**config.mk**
```make
export PLATFORM = sky130hd
export DESIGN_NAME = mec_level
export DESIGN_NICKNAME = d
export VERILOG_FILES = /design/src/sv/mec_pkg.sv /design/src/sv/mec_level.sv
export SDC_FILE = /design/constraint.sdc
export NUM_CORES = 1
export LEC_CHECK = 0
export BUFFER_PORTS_ARGS = -buffer_cell sky130_fd_sc_hd__buf_2
export CAP_MARGIN = 20
export CORE_UTILIZATION = 55
export CTS_BUF_LIST = sky130_fd_sc_hd__clkbuf_8 sky130_fd_sc_hd__clkbuf_16
export DETAILED_ROUTE_END_ITERATION = 12
export PLACE_DENSITY = 0.73
export SLEW_MARGIN = 10
export SYNTH_ARGS = -nofsm -noshare
export SYNTH_HDL_FRONTEND = slang
export SYNTH_SLANG_ARGS = --single-unit
export TNS_END_PERCENT = 20
```
**constraint.sdc**
```tcl
create_clock -name clk -period 8.22 [get_ports clk]
set_clock_uncertainty 0.1 [all_clocks]
set_input_delay 2.055 -clock clk [delete_from_list [all_inputs] [get_ports clk]]
set_output_delay 2.055 -clock clk [all_outputs]
set_load 0.1 [all_outputs]
```
**src/sv/mec_pkg.sv**
```systemverilog
// Shared types, constants and colour functions for the Mandelbrot escape-time block.
`timescale 1ns / 1ps

package mec_pkg;

    localparam int FRAC_BITS = 28;
    localparam int COORD_W   = 32;
    localparam int ITER_W    = 16;
    localparam int RADIUS_W  = 31;
    localparam int LEVEL_W   = 10;
    localparam int DIV_STEPS = LEVEL_W;
    localparam int CFG_IDX_W = 1;
    localparam int IN_DATA_W = 2 * COORD_W;
    localparam int OUT_PAD_W = 7;
    localparam int OUT_DATA_W = ITER_W + 1 + 24 + OUT_PAD_W;

    localparam logic [ITER_W-1:0] LIMIT_RESET = 16'd256;
    localparam logic [63:0]       PROD_LIMIT  = 64'h4000_0000_0000_0000;

    // Register indexes
    localparam logic [CFG_IDX_W-1:0] REG_ITER_LIMIT = 1'b0;
    localparam logic [CFG_IDX_W-1:0] REG_ESC_RADIUS = 1'b1;

    // Gradient segments
    localparam logic [1:0] SEG_DARK_BLUE = 2'd0;
    localparam logic [1:0] SEG_BLUE_CYAN = 2'd1;
    localparam logic [1:0] SEG_CYAN_YEL  = 2'd2;
    localparam logic [1:0] SEG_YEL_ORNG  = 2'd3;

    localparam logic [7:0]  COLOUR_BASE = 8'd64;
    localparam logic [7:0]  COLOUR_FULL = 8'd255;
    localparam logic [15:0] SCALE_NUM   = 16'd191;

    typedef struct packed {
        logic [7:0] red;
        logic [7:0] green;
        logic [7:0] blue;
    } rgb_t;

    typedef struct packed {
        logic load;
        logic mul_en;
        logic sum_en;
        logic step_en;
        logic div_start;
        logic div_step;
        logic colour_en;
        logic out_load;
    } cmd_t;

    typedef struct packed {
        logic limit_zero;
        logic escaped;
        logic last_iter;
    } dp_stat_t;

    typedef struct packed {
        dp_stat_t dp;
        logic     div_last;
        logic     out_free;
    } stat_t;

    // floor(u * 191 / 255); reciprocal form exact for products below 2^16
    function automatic logic [7:0] scale_191(input logic [7:0] u);
        logic [15:0] v;
        logic [16:0] t;
        v = 16'(u) * SCALE_NUM;
        t = 17'(v) + 17'(v >> 8) + 17'd1;
        return t[15:8];
    endfunction

    function automatic rgb_t level_colour(input logic [LEVEL_W-1:0] level);
        rgb_t       c;
        logic [7:0] u;
        logic [7:0] s;
        u = level[7:0];
        s = scale_191(u);
        c = '0;
        case (level[LEVEL_W-1:8])
            SEG_DARK_BLUE: begin
                c.blue = COLOUR_BASE + s;
            end
            SEG_BLUE_CYAN: begin
                c.green = u;
                c.blue  = COLOUR_FULL;
            end
            SEG_CYAN_YEL: begin
                c.red   = u;
                c.green = COLOUR_FULL;
                c.blue  = COLOUR_FULL - u;
            end
            default: begin
                c.red   = COLOUR_FULL;
                c.green = COLOUR_FULL - s;
            end
        endcase
        return c;
    endfunction

endpackage

```
**src/sv/mec_level.sv**
```systemverilog
// Level divider (one quotient bit a cycle) and gradient colour register.
`timescale 1ns / 1ps

module mec_level
(
    input  logic                          clk,
    input  mec_pkg::cmd_t                 cmd,
    input  logic [mec_pkg::ITER_W-1:0]    count,
    input  logic [mec_pkg::ITER_W-1:0]    limit,
    output mec_pkg::rgb_t                 rgb,
    output logic                          div_last
);

    localparam int STEP_W = $clog2(mec_pkg::DIV_STEPS);

    logic [mec_pkg::ITER_W-1:0]   rem_reg;
    logic [mec_pkg::LEVEL_W-1:0]  quo_reg;
    logic [STEP_W-1:0]            step_reg;
    mec_pkg::rgb_t                rgb_reg;

    logic [mec_pkg::ITER_W:0]     rem_dbl;
    logic                         fits;

    // count < limit, so the remainder stays below the limit
    assign rem_dbl  = {rem_reg, 1'b0};
    assign fits     = rem_dbl >= {1'b0, limit};
    assign div_last = (step_reg == STEP_W'(mec_pkg::DIV_STEPS - 1));
    assign rgb      = rgb_reg;

    always_ff @(posedge clk)
    begin
        if (cmd.div_start)
        begin
            rem_reg  <= count;
            quo_reg  <= '0;
            step_reg <= '0;
        end
        else if (cmd.div_step)
        begin
            rem_reg  <= fits ? rem_dbl[mec_pkg::ITER_W-1:0] - limit
                             : rem_dbl[mec_pkg::ITER_W-1:0];
            quo_reg  <= {quo_reg[mec_pkg::LEVEL_W-2:0], fits};
            step_reg <= step_reg + STEP_W'(1);
        end
    end

    always_ff @(posedge clk)
    begin
        if (cmd.load)
        begin
            rgb_reg <= '0;
        end
        else if (cmd.colour_en)
        begin
            rgb_reg <= mec_pkg::level_colour(quo_reg);
        end
    end

endmodule
```
# Word-level counts from Yosys, hierarchy flattened
# Cells that the tools add are included.
[word_totals]
register_bits = 54
in_bits = 41
output_inout_bits = 25
elab_cells = 27
[classes]
n_addsub = 7
n_mul = 1
n_lt_le_gt_ge = 1
eq_ne = 3
mux = 6
n_reduce_logical = 3
[op_table]
columns = ["cell", "count"]
rows = [
  ["16-bit 2-to-1 mux", 3],
  ["8-bit one-hot mux with 3 select lines", 2],
  ["17-bit by 16-bit >= comparator with 1-bit output", 1],
  ["16-bit by 1-bit adder with 16-bit output (second input constant)", 1],
  ["16-bit by 8-bit adder with 16-bit output", 1],
  ["8-bit by 8-bit multiplier with 16-bit output (second input constant)", 1],
  ["8-bit one-hot mux with 2 select lines", 1],
  ["16-bit subtractor", 1],
  ["8-bit subtractor (first input constant)", 2],
  ["7-bit by 8-bit adder with 8-bit output (first input constant)", 1],
  ["4-bit by 1-bit adder with 4-bit output (second input constant)", 1],
  ["4-bit == test (second input constant)", 1],
  ["2-bit by 1-bit == test with 1-bit output (second input constant)", 1],
  ["2-bit == test (second input constant)", 1],
  ["2-bit logical NOT", 1],
  ["2-bit nonzero test", 1],
  ["2-bit OR reduction", 1],
]

# Depth between registers and ports, before layout
# Gate-level depths: netlist of run 1.
[logic_depth]
depth_word = 5
mapped_depth = 24
mapped_depth_nobuf = 24

# Worst setup path before layout of run 1
# No wires, ideal clock.
[synth_timing]
kind = "reg-to-reg"
startpoint = "reg quo_reg[4] (netlist name)"
endpoint = "reg rgb_reg, in the netlist rgb[2]"
setup_ns = 0.115
t_arrival_ns = 6.109
required_time_ns = 8.005
setup_slack_ns = 1.896
stages_incl_launch_ff = 23
cell_sequence = "dfxtp_1 -> inv_1 -> fa_1 -> fa_1 -> inv_1 -> fa_1 -> inv_1 -> fa_1 -> inv_1 -> ha_1 -> o21a_1 -> o21a_1 -> a21oi_1 -> xor2_1 -> inv_1 -> ha_1 -> o41a_1 -> maj3_1 -> a31o_1 -> a31o_2 -> and2b_1 -> xnor2_1 -> a2111oi_0"
[synth_between]
elab_chain_len = 5
[synth_rtl]
columns = ["item", "line_no", "source"]
rows = [
  ["from (decl)", "mec_level.sv:17", "logic [mec_pkg::LEVEL_W-1:0] quo_reg;"],
  ["from (signal assigned)", "mec_level.sv:42", "quo_reg <= {quo_reg[mec_pkg::LEVEL_W-2:0], fits};"],
  ["8-bit by 8-bit multiplier with 16-bit output", "mec_pkg.sv:67", "v = 16'(u) * SCALE_NUM;"],
  ["16-bit by 8-bit adder with 16-bit output", "mec_pkg.sv:68", "t = 17'(v) + 17'(v >> 8) + 17'd1;"],
  ["16-bit by 1-bit adder with 16-bit output", "mec_pkg.sv:68", ""],
  ["7-bit by 8-bit adder with 8-bit output", "mec_pkg.sv:81", "c.blue = COLOUR_BASE + s;"],
  ["8-bit one-hot mux with 3 select lines", "mec_pkg.sv:79", "case (level[LEVEL_W-1:8])"],
  ["to (signal assigned)", "mec_level.sv:55", "rgb_reg <= mec_pkg::level_colour(quo_reg);"],
  ["to (decl)", "mec_level.sv:19", "mec_pkg::rgb_t rgb_reg;"],
]
# Every way passes these cells.
# A chain may end at the register's enable or synchronous reset.

# Worst setup path after layout of run 1
[layout_timing]
startpoint = "reg quo_reg[6] (netlist name)"
endpoint = "reg rgb_reg, in the netlist rgb[2]"
# Same word-level chain as after synthesis.

==> results of run 1 <==
-- cells in the final DEF (no fill, tap or decap), types with 5 or more instances in the layout --
cell	instances
inv_1	95
ha_1	62
buf_2	61
nor2_1	54
a21oi_1	42
dfxtp_1	38
nand2_1	37
fa_1	30
o21ai_0	25
edfxtp_1	16
xnor2_1	15
mux2i_1	12
nor3_1	11
xor2_1	10
a211oi_1	9
a21o_1	9
mux2_2	9
nand2b_1	7
and3_1	5
nand4_1	5
or2_2	5
a2111oi_2	5
clkbuf_8	5
-- critical path: stages (launching register included) --
cell	delay [ns]
dfxtp_1	0.58
inv_1	0.24
fa_1	0.49
fa_1	0.49
inv_1	0.06
fa_1	0.53
inv_1	0.06
fa_1	0.54
inv_1	0.05
ha_1	0.37
o21a_1	0.14
o21a_1	0.22
a21oi_1	0.21
xor2_1	0.40
inv_1	0.14
ha_1	0.23
o41a_1	0.36
maj3_1	0.41
a31o_1	0.20
a31o_2	0.27
and2b_1	0.17
xnor2_1	0.14
a2111oi_0	0.35
-- area by class of cell --
| class | count | share of cell area [%] |
|---|---|---|
| Multi-Input combinational cell | 441 | 62.9 |
| Sequential cell | 54 | 21.1 |
| Inverter | 97 | 6.20 |
| Timing Repair Buffer | 63 | 5.46 |
| Tap cell | 129 | 2.75 |
| Clock buffer | 5 | 1.17 |
| Clock inverter | 3 | 0.426 |
-- power by group --
part / total (mW) / leakage (nW) / switching, mW / internal [mW]
Combinational: 0.528 / 2.46 / 0.305 / 0.223
Clock: 0.158 / 0.0447 / 0.0964 / 0.0618
Sequential: 0.362 / 0.474 / 0.0315 / 0.331
Total: 1.05 / 2.97 / 0.433 / 0.615
-- how the worst max path moves through the flow --
stage	cells after the start	start	slack [ns]	endpoint
5_1_grt	22	quo_reg[5]$_SDFFE_PP0P_	0.91	rgb[2]$_SDFFE_PP0P_
4_1_cts	22	quo_reg[6]$_SDFFE_PP0P_	1.30	rgb[2]$_SDFFE_PP0P_
2_1_floorplan	22	quo_reg[4]$_SDFFE_PP0P_	1.90	rgb[2]$_SDFFE_PP0P_
6_report	22	quo_reg[6]$_SDFFE_PP0P_	1.34	rgb[2]$_SDFFE_PP0P_
3_3_place_gp	22	quo_reg[6]$_SDFFE_PP0P_	1.45	rgb[2]$_SDFFE_PP0P_
3_5_place_dp	22	quo_reg[6]$_SDFFE_PP0P_	1.33	rgb[2]$_SDFFE_PP0P_
-- kinds of logic after synthesis --
| kind of cell | Yosys count | synth area share (%) |
|---|---|---|
| AND/OR/NAND/NOR | 152 | 14.0 |
| AO/OA/AOI/OAI | 149 | 20.1 |
| buffers and inverters | 114 | 8.33 |
| adder cells (fa/ha/maj) | 93 | 25.8 |
| flip-flops | 54 | 23.1 |
| XOR/XNOR | 26 | 4.51 |
| multiplexers | 21 | 4.12 |
-- metrics by stage --
step	power [mW]	hold slack [ns]
finish	1.05	0.363
detailed placement	0.892	0.343
floorplan	0.786	0.372
CTS	1.05	0.362
global placement	0.869	0.330
global route	1.13	0.388
-- layer usage --
layer | vias up | wire [um] | track usage (%) | part of all wire, %
met1 | 2091 | 5360 | 31.0 | 48
met3 | 10 | 321 | 2.64 | 2.8
met5 | - | 0 | 0 | 0
met4 | 0 | 113 | 6.02 | 1.0
li1 | 2225 | - | - | -
met2 | 83 | 5490 | 41.8 | 49
==> metrics, run 1 <==
GR Util All Layers=23.7%; MaxCap Viol Count=0; Worst Path Max Fanout=8; grt ovf=0; drt total wl=11300 um; Worst R2R Start=quo_reg[6]$_SDFFE_PP0P_; synth cell count leaders=inv_1 (95), ha_1 (62), nor2_1 (54); WS Path Type=register to register; first-iteration detailed-routing DRC count=around 170; drt drc=0; synth top area cells=ha_1 (14%), dfxtp_1 (14%), fa_1 (11%), edfxtp_1 (8.9%), inv_1 (6.6%); #FFs+latches synth=54; PostCTS Resize Cnt=0; reg2reg end=rgb[2]$_SDFFE_PP0P_; Final Setup Violations=0; Tightest Pin Transition=between 0.8 and 0.9 ns; Diodes inserted=0; yosys warns=0; Synth Flop Type=dfxtp_1; Non-Filler Cell Area, Final=0.00587 mm2; CTS tree=built; Filler cells=between 800 and 900; CTS sink count=54; Final ANT Viol Nets=0; cell area after synthesis=0.00538 mm2; largest net degree at the start of global routing=40; placed cells=a little under 800; multi-input logic area=about 0.0037 mm2; CTS Root Cell=clkbuf_8; Num CTS Buffers=5; Hold Path Class=register to register; Initial Util=57.4%; die span in x=101 um; Min-Delay Endpoint=rgb[0]$_SDFFE_PP0P_; RSZ-0062 raised after global routing=no; Clk Latency, worst-skew pair=0.31 ns; leakage=2.97 nW; hpwl dp=8920 um; worst r2r path cells=22; non-filler instance count after layout=a little under 800; drt first pass iters=4; Area growth, synth to finish=9.14%; clk buf depth=2; Hold Path Cell Cnt=2; Mapped Cells=609; Fmax achieved=145 MHz; die area=approximately 0.01 mm2; sequential area share after synthesis=23.1%; I/O pin count=66; Place WS=1.33 ns; vias in the first global route=about 4200; Avg Vias per Cell=5.57; R2R Setup Slk=1.34 ns; core footprint=0.00937 mm2; Hold Buf Count CTS=0; Syn Nets=742; Worst VDD drop=0.127 mV; crit end category=register; outcome=finished, final reports clean; power density over the cells=179 mW/mm2; Req. time, crit path=8.32 ns; TNS Setup=0 ns; H-Tree Depth=2; initial antenna violation count=0; Clock transition at path regs=0.11 ns; syn avg cell area=8.83 um2; Async SR Flop Fraction=0%; WP data arrival=6.98 ns; Final Hold Fails=0; std cell rows=35; Yosys top cell area share=14.4%; Placed Area=0.00578 mm2; GPL Wtd Cong=0.827; layout cells sized above 1=16.3%; synth unique cells=77; fin crit share=between 80% and 90%; max_slew headroom=41.2%; final core utilization=~63%; first-pass GRT wire length=19100 um; worst hold path startpoint=rgb[0]$_SDFFE_PP0P_; Die Height=just over 100 um; final slew viol count=0; most frequent cell after synthesis=inv_1; vias after detailed routing=4409; Seq. cell area=0.00124 mm2; CP Launch Type=register; largest area contributor in the netlist=ha_1; PnR worst setup slack=1.34 ns; max reg flops=24; Nets=795; post-DR wirelength/cell=14.2 um; Post-synth EDFFs=16; Tmin final=6.88 ns; IO buf count=61; number of setup buffers added after CTS=0
Power figures use the tool's default switching activity.
==> run 2: changes to the inputs <==
--- a/config.mk
+++ b/config.mk
@@ -7,10 +7,10 @@
 export LEC_CHECK = 0
 export BUFFER_PORTS_ARGS = -buffer_cell sky130_fd_sc_hd__buf_2
 export CAP_MARGIN = 20
-export CORE_UTILIZATION = 55
+export CORE_UTILIZATION = 54
 export CTS_BUF_LIST = sky130_fd_sc_hd__clkbuf_8 sky130_fd_sc_hd__clkbuf_16
 export DETAILED_ROUTE_END_ITERATION = 12
-export PLACE_DENSITY = 0.73
+export PLACE_DENSITY = 0.75
 export SLEW_MARGIN = 10
 export SYNTH_ARGS = -nofsm -noshare
 export SYNTH_HDL_FRONTEND = slang
==> constraint.sdc (replaced) <==
create_clock -name clk -period 6.2 [get_ports clk]
set_clock_uncertainty 0.1 [all_clocks]
set_input_delay 1.55 -clock clk [delete_from_list [all_inputs] [get_ports clk]]
set_output_delay 1.55 -clock clk [all_outputs]
set_load 0.1 [all_outputs]
==> run 2 against run 1 <==
Compared with the run above: clock power grew 36%; maximum frequency grew 16%; combinational power grew 42%; die area grew 1.8%; worst setup slack lost 1.1 ns; global-route usage grew 1.1 points; via count grew 4.4%; largest power group unchanged.
==> metrics, run 2 (same netlist as run 1, synthesis figures left out) <==
H-Tree Depth=2; crit end category=register; final slew viol count=0; first-iteration detailed-routing DRC count=between 100 and 150; die span in x=102 um; Worst R2R Start=quo_reg[3]$_SDFFE_PP0P_; worst r2r path cells=24; GPL Wtd Cong=0.867; max reg flops=24; Tmin final=5.95 ns; initial antenna violation count=0; std cell rows=36; Clk Latency, worst-skew pair=0.32 ns; Hold Path Cell Cnt=2; first-pass GRT wire length=around 20000 um; Placed Area=0.00606 mm2; max_slew headroom=43.4%; worst hold path startpoint=rgb[0]$_SDFFE_PP0P_; Hold Path Class=register to register; Req. time, crit path=6.32 ns; Min-Delay Endpoint=rgb[0]$_SDFFE_PP0P_; Hold Buf Count CTS=0; vias after detailed routing=4604; Non-Filler Cell Area, Final=0.00636 mm2; Area growth, synth to finish=18.3%; worst hold slack=~0.36 ns; Avg Vias per Cell=5.49; GR Util All Layers=24.8%; most frequent cells in the layout=inv_1 (90), buf_2 (61), ha_1 (57); IO buf count=61; Clock transition at path regs=0.11 ns; core footprint=between 0.009 and 0.01 mm2; post-DR wirelength/cell=14.5 um; WP data arrival=around 6.1 ns; largest net degree at the start of global routing=40; die area=0.0104 mm2; vias in the first global route=4510; reg2reg end=rgb[15]$_SDFFE_PP0P_; Worst Path Max Fanout=5; WS Path Type=register to register; CTS sink count=54; CP Launch Type=register; clk buf depth=2; hpwl dp=about 9600 um; grt ovf=0; Diodes inserted=0; I/O pin count=66; most common cell after layout, fill and taps aside=inv_1; CTS tree=built; drt drc=0; Final ANT Viol Nets=0; Fmax achieved=between 150 and 200 MHz; Nets=838; R2R Setup Slk=0.25 ns; Worst VDD drop=0.184 mV; drt total wl=12100 um; drt first pass iters=6; CTS Root Cell=clkbuf_8; outcome=finished, final reports clean; layout cells sized above 1=around a quarter; power density over the cells=226 mW/mm2; Tightest Pin Transition=0.850 ns; Final Hold Fails=0; leakage=around 3.2 nW; Initial Util=55.3%; MaxCap Viol Count=0; Num CTS Buffers=5; Final Setup Violations=0; Die Height=102 um; fin crit share=96.0%
## run 2: layer usage
metal  GRT usage [%]  vias up  part of all wire (%)
li1                -     2308                     -
met1            32.4     2205                    46
met2            43.3       78                    50
met3            2.62       13                   3.0
met4            7.36        0                   1.1
met5               0        -                     0
## run 2: layout make-up
class	count	area, um2
clock buffer	5	68.8
clock inverter	3	28.8
fill	800	3370
inverter	97	364
multi-input combinational	441	3840
sequential	54	1250
tap	133	166
timing repair buffer	106	643
## run 2: per-stage QoR
| stage | utilization, % | total power [mW] | TNS, ns | std cells | setup WS, ns |
|---|---|---|---|---|---|
| final | 65.4 | 1.44 | 0 | 839 | 0.246 |
| after global routing | 65.4 | 1.56 | -0.0214 | 839 | -0.0168 |
| after CTS | 63.4 | 1.42 | 0 | 832 | 0.0113 |
| after detailed placement | 62.3 | 1.20 | -0.0334 | 824 | -0.0334 |
| after global placement | 62.3 | 1.18 | 0 | 824 | 0.00928 |
| after floorplan | - | 1.04 | 0 | 609 | 0.0135 |
## run 2: worst max path at each step
stage	depth (start not counted)	end	slack, ns	start
2_1_floorplan	22	rgb[2]$_SDFFE_PP0P_	0.01	quo_reg[5]$_SDFFE_PP0P_
3_3_place_gp	23	rgb[2]$_SDFFE_PP0P_	0.009	quo_reg[5]$_SDFFE_PP0P_
3_5_place_dp	21	rgb[2]$_SDFFE_PP0P_	-0.03	quo_reg[1]$_SDFFE_PP0P_
4_1_cts	22	rgb[2]$_SDFFE_PP0P_	0.01	quo_reg[4]$_SDFFE_PP0P_
5_1_grt	24	rgb[15]$_SDFFE_PP0P_	-0.02	quo_reg[3]$_SDFFE_PP0P_
6_report	24	rgb[15]$_SDFFE_PP0P_	0.25	quo_reg[3]$_SDFFE_PP0P_
## run 2: power breakdown
| group | total (mW) | switching [mW] | internal [mW] |
|---|---|---|---|
| clock network | 0.215 | 0.130 | 0.0848 |
| logic | 0.748 | 0.428 | 0.321 |
| registers | 0.474 | 0.0363 | 0.438 |
| total | 1.44 | 0.594 | 0.844 |
## run 2: timing repair
| action | 4_1_cts | 5_1_grt |
|---|---|---|
| pin swaps | 1 | 20 |
| setup endpoints to repair | 1 | 16 |
| hold endpoints to repair | 0 | 0 |
| resized for setup | 6 | 29 |
| buffers inserted | 0 | 7 |
## run 2: worst max-delay path, stage by stage (launching register included)
cell,delay [ns]
dfxtp_4,0.38
inv_1,0.06
fa_1,0.55
inv_1,0.08
ha_4,0.24
fa_1,0.54
inv_1,0.06
fa_1,0.55
inv_1,0.05
ha_1,0.30
buf_4,0.16
and3_1,0.20
a221oi_4,0.39
xnor2_2,0.13
ha_2,0.34
o21ai_2,0.05
nand2b_1,0.06
o41a_1,0.17
maj3_2,0.23
o2111ai_2,0.17
a2111oi_2,0.44
a2111oi_2,0.06
buf_4,0.15
or2_1,0.19
a22o_1,0.19
