==> config.mk <==
export PLATFORM = sky130hd
export DESIGN_NAME = mec_ctrl
export DESIGN_NICKNAME = d
export VERILOG_FILES = /design/src/sv/mec_pkg.sv /design/src/sv/mec_ctrl.sv
export SDC_FILE = /design/constraint.sdc
export NUM_CORES = 1
export LEC_CHECK = 0
export BUFFER_PORTS_ARGS = -buffer_cell sky130_fd_sc_hd__buf_4
export CAP_MARGIN = 20
export CORE_AREA = 10 10 47 49
export CTS_CLUSTER_DIAMETER = 50
export DETAILED_ROUTE_END_ITERATION = 6
export DIE_AREA = 0 0 57 59
export GPL_TIMING_DRIVEN = 0
export PLACE_DENSITY = 0.46
export RECOVER_POWER = 50
export SYNTH_ARGS = -nofsm -noshare
export SYNTH_HDL_FRONTEND = slang
export SYNTH_SLANG_ARGS = --single-unit
==> constraint.sdc <==
create_clock -name clk -period 2.46 [get_ports clk]
set_input_delay 0.123 -clock clk [delete_from_list [all_inputs] [get_ports clk]]
set_output_delay 0.123 -clock clk [all_outputs]
set_load 0.01 [all_outputs]
==> src/sv/mec_pkg.sv <==
// Shared types, constants and colour functions for the Mandelbrot escape-time block.
`timescale 1ns / 1ps

package mec_pkg;

    localparam int FRAC_BITS = 28;
    localparam int COORD_W   = 32;
    localparam int ITER_W    = 16;
    localparam int RADIUS_W  = 31;
    localparam int LEVEL_W   = 10;
    localparam int DIV_STEPS = LEVEL_W;
    localparam int CFG_IDX_W = 1;
    localparam int IN_DATA_W = 2 * COORD_W;
    localparam int OUT_PAD_W = 7;
    localparam int OUT_DATA_W = ITER_W + 1 + 24 + OUT_PAD_W;

    localparam logic [ITER_W-1:0] LIMIT_RESET = 16'd256;
    localparam logic [63:0]       PROD_LIMIT  = 64'h4000_0000_0000_0000;

    // Register indexes
    localparam logic [CFG_IDX_W-1:0] REG_ITER_LIMIT = 1'b0;
    localparam logic [CFG_IDX_W-1:0] REG_ESC_RADIUS = 1'b1;

    // Gradient segments
    localparam logic [1:0] SEG_DARK_BLUE = 2'd0;
    localparam logic [1:0] SEG_BLUE_CYAN = 2'd1;
    localparam logic [1:0] SEG_CYAN_YEL  = 2'd2;
    localparam logic [1:0] SEG_YEL_ORNG  = 2'd3;

    localparam logic [7:0]  COLOUR_BASE = 8'd64;
    localparam logic [7:0]  COLOUR_FULL = 8'd255;
    localparam logic [15:0] SCALE_NUM   = 16'd191;

    typedef struct packed {
        logic [7:0] red;
        logic [7:0] green;
        logic [7:0] blue;
    } rgb_t;

    typedef struct packed {
        logic load;
        logic mul_en;
        logic sum_en;
        logic step_en;
        logic div_start;
        logic div_step;
        logic colour_en;
        logic out_load;
    } cmd_t;

    typedef struct packed {
        logic limit_zero;
        logic escaped;
        logic last_iter;
    } dp_stat_t;

    typedef struct packed {
        dp_stat_t dp;
        logic     div_last;
        logic     out_free;
    } stat_t;

    // floor(u * 191 / 255); reciprocal form exact for products below 2^16
    function automatic logic [7:0] scale_191(input logic [7:0] u);
        logic [15:0] v;
        logic [16:0] t;
        v = 16'(u) * SCALE_NUM;
        t = 17'(v) + 17'(v >> 8) + 17'd1;
        return t[15:8];
    endfunction

    function automatic rgb_t level_colour(input logic [LEVEL_W-1:0] level);
        rgb_t       c;
        logic [7:0] u;
        logic [7:0] s;
        u = level[7:0];
        s = scale_191(u);
        c = '0;
        case (level[LEVEL_W-1:8])
            SEG_DARK_BLUE: begin
                c.blue = COLOUR_BASE + s;
            end
            SEG_BLUE_CYAN: begin
                c.green = u;
                c.blue  = COLOUR_FULL;
            end
            SEG_CYAN_YEL: begin
                c.red   = u;
                c.green = COLOUR_FULL;
                c.blue  = COLOUR_FULL - u;
            end
            default: begin
                c.red   = COLOUR_FULL;
                c.green = COLOUR_FULL - s;
            end
        endcase
        return c;
    endfunction

endpackage

==> src/sv/mec_ctrl.sv <==
// Controller state machine sequencing load, iteration, level division and output.
`timescale 1ns / 1ps

module mec_ctrl
(
    input  logic            clk,
    input  logic            rst_n,
    input  logic            in_valid,
    output logic            in_ready,
    input  mec_pkg::stat_t  stat,
    output mec_pkg::cmd_t   cmd
);

    localparam logic [2:0] S_IDLE   = 3'd0;
    localparam logic [2:0] S_MUL    = 3'd1;
    localparam logic [2:0] S_SUM    = 3'd2;
    localparam logic [2:0] S_STEP   = 3'd3;
    localparam logic [2:0] S_DIV    = 3'd4;
    localparam logic [2:0] S_COLOUR = 3'd5;
    localparam logic [2:0] S_DONE   = 3'd6;

    logic [2:0] state_reg;
    logic [2:0] state_next;

    always_ff @(posedge clk or negedge rst_n)
    begin
        if (!rst_n)
        begin
            state_reg <= S_IDLE;
        end
        else
        begin
            state_reg <= state_next;
        end
    end

    always_comb
    begin
        state_next = state_reg;
        cmd        = '0;
        in_ready   = 1'b0;
        case (state_reg)
            S_IDLE:
            begin
                in_ready = 1'b1;
                if (in_valid)
                begin
                    cmd.load   = 1'b1;
                    state_next = stat.dp.limit_zero ? S_DONE : S_MUL;
                end
            end
            S_MUL:
            begin
                cmd.mul_en = 1'b1;
                state_next = S_SUM;
            end
            S_SUM:
            begin
                cmd.sum_en = 1'b1;
                state_next = S_STEP;
            end
            S_STEP:
            begin
                cmd.step_en = 1'b1;
                if (stat.dp.escaped)
                begin
                    cmd.div_start = 1'b1;
                    state_next    = S_DIV;
                end
                else if (stat.dp.last_iter)
                begin
                    state_next = S_DONE;
                end
                else
                begin
                    state_next = S_MUL;
                end
            end
            S_DIV:
            begin
                cmd.div_step = 1'b1;
                if (stat.div_last)
                begin
                    state_next = S_COLOUR;
                end
            end
            S_COLOUR:
            begin
                cmd.colour_en = 1'b1;
                state_next    = S_DONE;
            end
            S_DONE:
            begin
                if (stat.out_free)
                begin
                    cmd.out_load = 1'b1;
                    state_next   = S_IDLE;
                end
            end
            default:
            begin
                state_next = S_IDLE;
            end
        endcase
    end

endmodule

=== Word level (Yosys, flattened, before mapping) ===
Index checks and enable logic that the tools add are counted.

* Bits in registers: 3
* Bits in latches: 0
* Bits in writable memories: 0
* ROM bits: 0
* Output and inout bits: 9
* Word-level logic and storage cells: 30
* Memories kept: 0

* Add/subtract/negate cells: 0
* Multipliers: 0
* Divide/modulo/power cells: 0
* $lt $le $gt $ge: 0
* Equality and inequality tests: 9
* Shifts and indexed selects: 0
* Mux-type cells: 18
* Bitwise gates (word level): 0
* Reductions and logical operators: 2

{| class="wikitable"
|+ Operators with widths
! operator !! count
|-
| 3-bit case mux with 7 select lines || 1
|-
| 3-bit two-way mux || 6
|-
| 1-bit two-way mux || 10
|-
| 3-bit == test, second input constant || 3
|-
| 3-bit by 2-bit == test with 1-bit output, second input constant || 2
|-
| 2-bit != test, second input constant || 3
|-
| 3-bit by 1-bit == test with 1-bit output, second input constant || 1
|-
| 3-bit zero test || 1
|-
| 3-bit AND reduction || 1
|-
| 2-bit two-way mux || 1
|}

=== Longest topological paths before layout ===
Gate-level depths: netlist of run 1.

* Depth in word-level cells: 3
* Depth in mapped cells: 4
* Gate-level depth less buffers: 3

=== Worst setup path before layout of run 1 ===
No wires, ideal clock.

* Kind: flip-flop to output port
* Start point: register state_reg[0]
* End point: output cmd[7] in the netlist's numbering
* Arrival time: 0.998 ns
* Required time: 2.337 ns
* Slack: 1.339 ns
* Cell stages (with the launch flop): 4
* Cells stage by stage: dfrtp_1 > buf_4 > nor3_2 > and2_1

{| class="wikitable"
|+ RTL lines
! item !! line !! source
|-
| start, declared || mec_ctrl.sv:22 || <nowiki>logic [2:0] state_reg;</nowiki>
|-
| start signal, assigned || mec_ctrl.sv:33 || <nowiki>state_reg <= state_next;</nowiki>
|-
| end, declared || mec_ctrl.sv:11 || <nowiki>output mec_pkg::cmd_t cmd</nowiki>
|}

==> results of run 1 <==
-- synth_stat cells --
| cell | n |
|---|---|
| dfrtp_1 | 3 |
| nor2_1 | 4 |
| and2_1 | 2 |
| and3_1 | 2 |
| inv_4 | 1 |
| or2_0 | 1 |
| nand2_1 | 3 |
| buf_4 | 1 |
| nor3b_1 | 3 |
| a221o_1 | 1 |
| o21ai_0 | 5 |
| o21a_1 | 1 |
| o31ai_1 | 1 |
| nor3_1 | 3 |
| a21oi_1 | 1 |
| nor3_2 | 1 |
| buf_6 | 1 |
| buf_2 | 1 |
-- how the worst max path moves through the flow --
| stage | slack, ps | to |
|---|---|---|
| global placement | 1300 | cmd[7] |
| detailed placement | 1310 | cmd[7] |
| global route | 850 | cmd[0] |
| finish | 1000 | cmd[2] |
| CTS | 1050 | cmd[7] |
| floorplan | 1340 | cmd[7] |
-- area by class of cell --
| type | count | area, um2 |
|---|---|---|
| Fill cell | 167 | 968.4 |
| Multi-Input combinational cell | 28 | 160.2 |
| Timing Repair Buffer | 17 | 122.6 |
| Sequential cell | 3 | 75.07 |
| Clock buffer | 4 | 26.28 |
| Buffer | 3 | 22.52 |
| Tap cell | 16 | 20.02 |
| Inverter | 1 | 6.256 |
-- metrics by stage --
step / cell area (um2) / power (W) / util [%]
2_1_floorplan: 265.3 / 0.0003137 / -
3_3_place_gp: 405.4 / 0.0004480 / 28.93
3_5_place_dp: 405.4 / 0.0004470 / 28.93
4_1_cts: 441.7 / 0.0005382 / 31.52
5_1_grt: 432.9 / 0.0005698 / 30.89
6_report: 432.9 / 0.0005185 / 30.89
-- power breakdown --
part	internal (W)	switching [W]	leakage (nW)
Combinational	0.000160	0.000176	0.148
Sequential	0.0000755	0.0000230	0.0365
Clock	0.0000606	0.0000231	0.0150
Total	0.000297	0.000222	0.200
-- critical path, cell delays in order (launching register included) --
cell and delay [ps]:
dfrtp_1 380, clkbuf_1 340, nor3b_1 230, buf_4 150
-- metal layers --
metal | vias to the layer above | wire length [um] | track usage (%)
met5 | - | 0 | 0
met4 | 0 | 0 | 8.054
met3 | 0 | 74 | 2.790
met2 | 11 | 408 | 6.977
met1 | 137 | 389 | 5.701
li1 | 163 | - | -
-- kinds of logic after synthesis --
group / count (synthesis) / share of synthesized area, %
compound gates: 9 / 20.75
buf+inv: 4 / 11.32
simple gates: 19 / 39.62
flops: 3 / 28.30
==> qor.yml, run 1 <==
outcome:
  status: "complete, no violations"
sta:
  fin_setup_tns_ps: 0
  setup_violations: 0
  hold_viol: 0
  clock.fmax_ghz: 0.6873
  finalMaxSlewViolations: 0
  rsz0062_at_grt: "no"
  fin_crit_ps: 1455
  period_share_pct: 59.15
  worst_slew_pin_slew_ps: 387.8
  max_slew_margin_pct: 74.15
  setup_slack_ps: 1005
  skew_ps: 1.118
  whs_ps: 203.4
final_layout:
  syn2layout_area_growth_pct: 63.21
  largest_reg_flops: 3
  drive_gt1_share_pct: 37.50
  fin_nets: 65
  final_common_cell: "buf_4"
  final_cell_mix: "buf_4 (15), o21ai_0 (5), nor2_1 (4), clkbuf_1 (4)"
  antenna_cells: 0
  stdcell_count: 72
run:
  drv_cap: 0
setup_path:
  worst_r2r_path_depth: 4
  reg2reg_to: "state_reg[1]$_DFFE_PN0P_"
  r2r_setup_slack_ps: 1200
  worstSetupEndpointType: "output port"
  crit_fanout: 10
  worstPathArrival_ps: 1330
  r2r_start: "state_reg[2]$_DFFE_PN0P_"
  crit_start: "state_reg[2]$_DFFE_PN0P_"
  critical_path_class: "reg2out"
  critPathRequiredTime_ps: 2340
  startpoint_type: "flip-flop"
route:
  drtIter0Drc: 1
  wl_per_cell_um: 12.11
  vias_per_cell: 4.319
  vias: 311
  wl_um: 872
  postRouteAntennaNets: 0
  drcViolationCount: 0
  drt_first_pass_iters: 4
global_routing:
  grt_overflow: 0
  grt_max_degree: 11
  grt_usage_pct: 5.618
  grt_pass1_wl_um: 1414
  antenna_found_initial: 0
  grt_pass1_vias: 328
floorplanning:
  core_area_um2: 1401
  die_w_um: 57
  row_count: 14
  fp.dieArea_um2: 3363
  start_util_pct: 18.93
  io_pins: 17
  die_h_um: 59
cts:
  cts_made_buffers: 3
  post_cts_buffers: 0
  cts_max_path_buffers: 2
  h-tree-depth: 1
  postCtsHoldBufs: 1
  cts_resized: 0
  root_buffer: "clkbuf_4"
  clock_latency_ps: 230
  clkTransAtPathRegs_ps: 30
  cts.sinks: 3
  tritoncts: "yes"
synth:
  synth_top_area_share_pct: 28.30
  synthTopCellsByArea: "dfrtp_1 (28%), o21ai_0 (9.4%), nor3b_1 (8.5%)"
  yosysSeqAreaShare_pct: 28.30
  syn_nets: 43
  yosys_warnings: 0
  synth_cell_types: 18
  yosys_register_bits: 3
  synth_cells: 35
  syn_avg_cell_area_um2: 7.579
  netlist_area_um2: 265.3
  yosys.area.top_type: "dfrtp_1"
placement:
  port-buffer-count: 16
  dpl.hpwl_um: 709.3
  dp.cells: 67
  gp_congestion: 0.7210
  dp_slack_ps: 1308
worst_hold_path:
  min_path_cells: 3
  hold_path_class: "in2reg"
  whs_endpoint: "state_reg[1]$_DFFE_PN0P_"
  worstHoldStart: "stat[0]"
power_and_ir_drop:
  irDropWorstVdd_mv: 0.4251
  p_per_area_nw_per_um2: 1198
  p_leak_nw: 0.2000
Note: power is estimated with default switching activity, not from simulation.
==> run 2: changes to the inputs <==
--- a/config.mk
+++ b/config.mk
@@ -12,7 +12,7 @@
 export DETAILED_ROUTE_END_ITERATION = 6
 export DIE_AREA = 0 0 57 59
 export GPL_TIMING_DRIVEN = 0
-export PLACE_DENSITY = 0.46
+export PLACE_DENSITY = 0.47
 export RECOVER_POWER = 50
 export SYNTH_ARGS = -nofsm -noshare
 export SYNTH_HDL_FRONTEND = slang
==> constraint.sdc (replaced) <==
create_clock -name clk -period 1.3 [get_ports clk]
set_input_delay 0.065 -clock clk [delete_from_list [all_inputs] [get_ports clk]]
set_output_delay 0.065 -clock clk [all_outputs]
set_load 0.01 [all_outputs]
==> run 2 against run 1 <==
Effect of this change: global-route usage up 0.39 points; utilization up 5.1 points; worst setup slack worse by 950 ps; power up 130%; die area unchanged; critical endpoint is now cmd[3]; largest power group unchanged; highest routed layer is now met4.
==> qor.yml, run 2 (synthesized netlist as in run 1, its figures left out) <==
outcome:
  status: "complete, no violations"  # unchanged
sta:
  setup_violations: 0  # unchanged
  clock.fmax_ghz: 0.8047
  finalMaxSlewViolations: 0  # unchanged
  whs_ps: 140.9  # was 203.4 ps
  period_share_pct: 95.59
  fin_setup_tns_ps: 0  # unchanged
  worst_slew_pin_slew_ps: 201.9  # was 387.8 ps
  fin_crit_ps: 1243
  hold_viol: 0  # unchanged
  skew_ps: 1.069  # was 1.118 ps
  max_slew_margin_pct: 86.42  # was 74.15%
  rsz0062_at_grt: "yes"  # was no
setup_path:
  worstPathArrival_ps: 1180  # was 1330 ps
  critical_path_class: "reg2out"  # unchanged
  crit_fanout: 4  # was 10
  r2r_start: "state_reg[0]$_DFFE_PN0P_"  # was state_reg[2]$_DFFE_PN0P_
  worstSetupEndpointType: "output port"  # unchanged
  worst_r2r_path_depth: 5  # was 4
  reg2reg_to: "state_reg[2]$_DFFE_PN0P_"  # was state_reg[1]$_DFFE_PN0P_
  startpoint_type: "flip-flop"  # unchanged
  critPathRequiredTime_ps: 1240  # was 2340 ps
  r2r_setup_slack_ps: 100  # was 1200 ps
power_and_ir_drop:
  irDropWorstVdd_mv: 0.8075  # was 0.4251 mV
  p_leak_nw: 0.2363  # was 0.2000 nW
  p_comb_share_pct: 68.9  # was 64.9%
  p_int_w: 0.0007150  # was 0.0002965 W
  p_per_area_nw_per_um2: 2352  # was 1198 nW/um2
  p_switching_w: 0.0004712  # was 0.0002220 W
  pwr-share-seq_pct: 17.5  # was 19.0%
  power_frac_clock_pct: 13.6  # was 16.1%
  swShare_pct: 39.72  # was 42.81%
route:
  drtIter0Drc: 2  # was 1
  drt_first_pass_iters: 3  # was 4
  drcViolationCount: 0  # unchanged
  wl_um: 924  # was 872 um
  wl_per_cell_um: 12.00  # was 12.11 um
  postRouteAntennaNets: 0  # unchanged
  vias: 335  # was 311
  vias_per_cell: 4.351  # was 4.319
final_layout:
  finalInstanceArea_um2: 504.2  # was 432.9 um2
  drive_gt1_share_pct: 52.46  # was 37.50%
  antenna_cells: 0  # unchanged
  final_cell_mix: "buf_4 (17), buf_6 (5), o21ai_0 (5)"  # was buf_4 (15), o21ai_0 (5), nor2_1 (4), clkbuf_1 (4)
  stdcell_count: 77  # was 72
  fin_nets: 70  # was 65
  final_common_cell: "buf_4"  # unchanged
  largest_reg_flops: 3  # unchanged
  syn2layout_area_growth_pct: 90.09  # was 63.21%
cts:
  cts.sinks: 3  # unchanged
  root_buffer: "clkbuf_4"  # unchanged
  tritoncts: "yes"  # unchanged
  clkTransAtPathRegs_ps: 30  # about the same
  h-tree-depth: 1  # unchanged
  cts_max_path_buffers: 2  # unchanged
  clock_latency_ps: 230  # about the same
  cts_made_buffers: 3  # unchanged
worst_hold_path:
  hold_path_class: "in2reg"  # unchanged
  worstHoldStart: "stat[0]"  # unchanged
  whs_endpoint: "state_reg[1]$_DFFE_PN0P_"  # unchanged
  min_path_cells: 3  # unchanged
floorplanning:
  die_w_um: 57  # unchanged
  fp.dieArea_um2: 3363  # unchanged
  core_area_um2: 1401  # unchanged
  row_count: 14  # unchanged
  die_h_um: 59  # unchanged
  io_pins: 17  # unchanged
  start_util_pct: 18.93  # unchanged
global_routing:
  grt_pass1_wl_um: 1552  # was 1414 um
  grt_pass1_vias: 356  # was 328
  grt_usage_pct: 6.004  # was 5.618%
  grt_max_degree: 11  # unchanged
  antenna_found_initial: 0  # unchanged
  grt_overflow: 0  # unchanged
placement:
  port-buffer-count: 16  # unchanged
  place_area_um2: 405.4  # unchanged
  dp.cells: 67  # unchanged
  gp_congestion: 0.7207  # was 0.7210
  dpl.hpwl_um: 686.3  # was 709.3 um
run:
  drv_cap: 0  # unchanged
==> run 2: area by class of cell <==
cell class / count / area (um2)
fillers: 146 / 897.1
multi-input cells: 28 / 171.4
repair buffers: 22 / 168.9
flip-flops and latches: 3 / 77.57
plain buffers: 3 / 33.78
clock buffers: 4 / 26.28
well taps: 16 / 20.02
inverters: 1 / 6.256
==> run 2: per-stage QoR <==
stage | power [W] | worst slack, ps | util (%)
floorplan | 0.0005935 | 236.7 | -
global placement | 0.0008481 | 195.3 | 28.93
detailed placement | 0.0008422 | 210.6 | 28.93
CTS | 0.001095 | 1.932 | 33.39
global route | 0.001305 | -21.79 | 35.98
finish | 0.001186 | 57.29 | 35.98
==> run 2: worst max path at each step <==
| stage | start | to | slack, ps | depth (start not counted) |
|---|---|---|---|---|
| 6_report | state_reg[0]$_DFFE_PN0P_ | cmd[3] | 60 | 5 |
| 3_5_place_dp | state_reg[0]$_DFFE_PN0P_ | cmd[7] | 210 | 4 |
| 5_1_grt | state_reg[0]$_DFFE_PN0P_ | cmd[3] | -20 | 5 |
| 4_1_cts | state_reg[0]$_DFFE_PN0P_ | cmd[3] | 2 | 5 |
| 3_3_place_gp | state_reg[0]$_DFFE_PN0P_ | cmd[7] | 200 | 4 |
| 2_1_floorplan | state_reg[0]$_DFFE_PN0P_ | cmd[7] | 240 | 3 |
==> run 2: critical path, stage by stage (launching register included) <==
cell	delay, ps
dfrtp_2	430
buf_6	130
nand2_1	60
nor2_2	50
and2_1	150
buf_4	140
==> run 2: routing by layer <==
metal  up-vias  wire [um]  track usage (%)
met3         2        100            4.292
met5         -          0                0
met4         0         16            7.718
li1        175          -                -
met2        13        428            7.752
met1       145        379            5.457
==> run 2: timing repair <==
item,CTS,global route
pin swaps,0,3
hold endpoints to repair,3,0
gates cloned,0,1
buffers inserted,3,1
endpoints found under the setup margin,1,4
hold buffers,1,0
gates resized for setup,1,10
==> run 2: power groups by stage <==
stage | Clock [W] | Sequential (W) | Combinational (W)
6_report | 0.000161 | 0.000208 | 0.000817
4_1_cts | 0.000170 | 0.000181 | 0.000744
3_3_place_gp | 0 | 0.000190 | 0.000658
2_1_floorplan | 0 | 0.000174 | 0.000419
3_5_place_dp | 0 | 0.000188 | 0.000655
5_1_grt | 0.000183 | 0.000213 | 0.000909
==> run 3: changes to the inputs <==
--- a/config.mk
+++ b/config.mk
@@ -5,7 +5,7 @@
 export SDC_FILE = /design/constraint.sdc
 export NUM_CORES = 1
 export LEC_CHECK = 0
-export BUFFER_PORTS_ARGS = -buffer_cell sky130_fd_sc_hd__buf_4
+export BUFFER_PORTS_ARGS = -buffer_cell sky130_fd_sc_hd__buf_2
 export CAP_MARGIN = 20
 export CORE_AREA = 10 10 47 49
 export CTS_CLUSTER_DIAMETER = 50
==> run 3 against run 2 <==
Effect of this change: wire length decreased by 3.5%; power decreased by 6.1%; global-route usage decreased by 0.26 points; largest power group unchanged.
==> qor.yml, run 3 (synthesized netlist as in run 1, its figures left out) <==
sta:
  finalMaxSlewViolations: 0  # unchanged
  setup_violations: 0  # unchanged
  clock.fmax_ghz: 0.8104  # was 0.8047 GHz
  period_share_pct: 94.92  # was 95.59%
  max_slew_margin_pct: 85.32  # was 86.42%
  fin_crit_ps: 1234  # was 1243 ps
  fin_setup_tns_ps: 0  # unchanged
  worst_slew_pin_slew_ps: 218.3  # was 201.9 ps
  rsz0062_at_grt: "yes"  # unchanged
  skew_ps: 5.235  # was 1.069 ps
  hold_viol: 0  # unchanged
global_routing:
  antenna_found_initial: 0  # unchanged
  grt_pass1_wl_um: 1469  # was 1552 um
  grt_overflow: 0  # unchanged
  grt_use_met3_pct: 3.648  # was 4.292%
  use_met1_pct: 5.226  # was 5.457%
  top_usage_layer: "met2"  # unchanged
  grt_pass1_vias: 364  # was 356
  grt_max_degree: 11  # unchanged
  grt_usage_pct: 5.748  # was 6.004%
  grt_use_met2_pct: 8.372  # was 7.752%
cts:
  h-tree-depth: 1  # unchanged
  cts.sinks: 3  # unchanged
  tritoncts: "yes"  # unchanged
  clkTransAtPathRegs_ps: 40  # was 30 ps
  clock_latency_ps: 240  # was 230 ps
  cts_made_buffers: 3  # unchanged
  cts_max_path_buffers: 2  # unchanged
  root_buffer: "clkbuf_4"  # unchanged
placement:
  gp_congestion: 0.7469  # was 0.7207
  port-buffer-count: 16  # unchanged
  dpl.hpwl_um: 664.1  # was 686.3 um
  place_area_um2: 365.4  # was 405.4 um2
  dp.cells: 67  # unchanged
floorplanning:
  core_area_um2: 1401  # unchanged
  fp.dieArea_um2: 3363  # unchanged
  row_count: 14  # unchanged
  die_w_um: 57  # unchanged
  die_h_um: 59  # unchanged
  io_pins: 17  # unchanged
  start_util_pct: 18.93  # unchanged
route:
  drt_first_pass_iters: 3  # unchanged
  vias_per_cell: 4.547  # was 4.351
  wl_um: 892  # was 924 um
  postRouteAntennaNets: 0  # unchanged
  vias: 341  # was 335
  wl_per_cell_um: 11.89  # was 12.00 um
  drcViolationCount: 0  # unchanged
  drtIter0Drc: 4  # was 2
setup_path:
  worstPathArrival_ps: 1170  # was 1180 ps
  crit_family: "flip-flops"  # unchanged
  crit_buf_inv: 2  # unchanged
  worstPathCellList: "buf_4, nor3_2, buf_2"  # was buf_6, nand2_1, nor2_2, and2_1, buf_4
  slowest_stage: "dfrtp_2"  # unchanged
  startpoint_type: "flip-flop"  # unchanged
  crit_fanout: 10  # was 4
  critPathRequiredTime_ps: 1240  # about the same
  max_stage_delay_ps: 430  # about the same
  critical_path_class: "reg2out"  # unchanged
  worstSetupEndpointType: "output port"  # unchanged
power_and_ir_drop:
  irDropWorstVdd_mv: 0.7957  # was 0.8075 mV
  p_per_area_nw_per_um2: 2418  # was 2352 nW/um2
  power_frac_clock_pct: 15.2  # was 13.6%
  p_comb_share_pct: 67.4  # was 68.9%
  p_int_w: 0.0006328  # was 0.0007150 W
  swShare_pct: 43.16  # was 39.72%
  pwr-share-seq_pct: 17.4  # was 17.5%
  p_switching_w: 0.0004805  # was 0.0004712 W
  p_leak_nw: 0.2242  # was 0.2363 nW
final_layout:
  syn2layout_area_growth_pct: 73.59  # was 90.09%
  final_cell_mix: "buf_2 (14), o21ai_0 (5), buf_4 (4)"  # was buf_4 (17), buf_6 (5), o21ai_0 (5)
  antenna_cells: 0  # unchanged
  fin_nets: 68  # was 70
  fillCellCount: 166  # was 146
  largest_reg_flops: 3  # unchanged
  final_common_cell: "buf_2"  # was buf_4
  finalInstanceArea_um2: 460.4  # was 504.2 um2
  drive_gt1_share_pct: 54.24  # was 52.46%
  stdcell_count: 75  # was 77
worst_hold_path:
  hold_path_class: "in2async"  # was in2reg
outcome:
  status: "complete, no violations"  # unchanged
run:
  drv_cap: 0  # unchanged
[run 3: cell type report]
type                       count  area (um2)  share of cell area [%]
inverter                       1       6.256                   1.359
clock buffer                   4       26.28                   5.707
tap                           16       20.02                   4.348
timing repair buffer          20       117.6                   25.54
multi-input combinational     28       183.9                   39.95
buffer                         3       30.03                   6.522
sequential                     3       76.32                   16.58
[run 3: what timing repair did]
item                                    4_1_cts  5_1_grt
hold endpoints to repair                      3        0
pin swaps                                     0        1
buffers inserted                              2        1
gates resized for setup                       0       11
hold buffers                                  1        0
endpoints found under the setup margin        1        6
[run 3: final timing paths]
path | from | endpoint | slack (ps) | depth (start not counted)
worst max register to register | state_reg[2]$_DFFE_PN0P_ | state_reg[1]$_DFFE_PN0P_ | 210 | 4
min in group clk | stat[0] | state_reg[1]$_DFFE_PN0P_ | 160 | 3
worst min-delay path | rst_n | state_reg[2]$_DFFE_PN0P_ | 160 | 2
worst max-delay path | state_reg[2]$_DFFE_PN0P_ | cmd[5] | 70 | 3
worst min register to register | state_reg[0]$_DFFE_PN0P_ | state_reg[1]$_DFFE_PN0P_ | 680 | 2
max in group asynchronous | rst_n | state_reg[2]$_DFFE_PN0P_ | 970 | 2
[run 3: worst register-to-register path, stage by stage (launching register included)]
cell and delay, ps:
dfrtp_2 430, buf_4 180, nor3b_1 190, o21ai_0 100, o31ai_1 70
[run 3: metal layers]
layer	vias to the layer above	routed length, um
met1	155	395
met5	-	0
met2	13	410
li1	171	-
met4	0	9
met3	2	77
[run 3: power groups by stage]
| stage | logic, W | registers (W) | clock network (W) |
|---|---|---|---|
| after floorplan | 0.000419 | 0.000174 | 0 |
| after global placement | 0.000590 | 0.000190 | 0 |
| after detailed placement | 0.000594 | 0.000188 | 0 |
| after CTS | 0.000651 | 0.000177 | 0.000173 |
| after global routing | 0.000839 | 0.000197 | 0.000180 |
| final | 0.000750 | 0.000194 | 0.000169 |
[run 3: metrics by stage]
stage | hold slack (ps) | total power [W] | setup slack [ps] | util [%]
2_1_floorplan | -230.6 | 0.0005935 | 236.7 | -
6_report | 158.9 | 0.001113 | 66.07 | 32.86
3_5_place_dp | -136.7 | 0.0007825 | 212.2 | 26.07
3_3_place_gp | -138.2 | 0.0007802 | 209.5 | 26.07
4_1_cts | 157.3 | 0.001002 | 4.378 | 29.73
5_1_grt | 186.3 | 0.001216 | -15.22 | 32.86
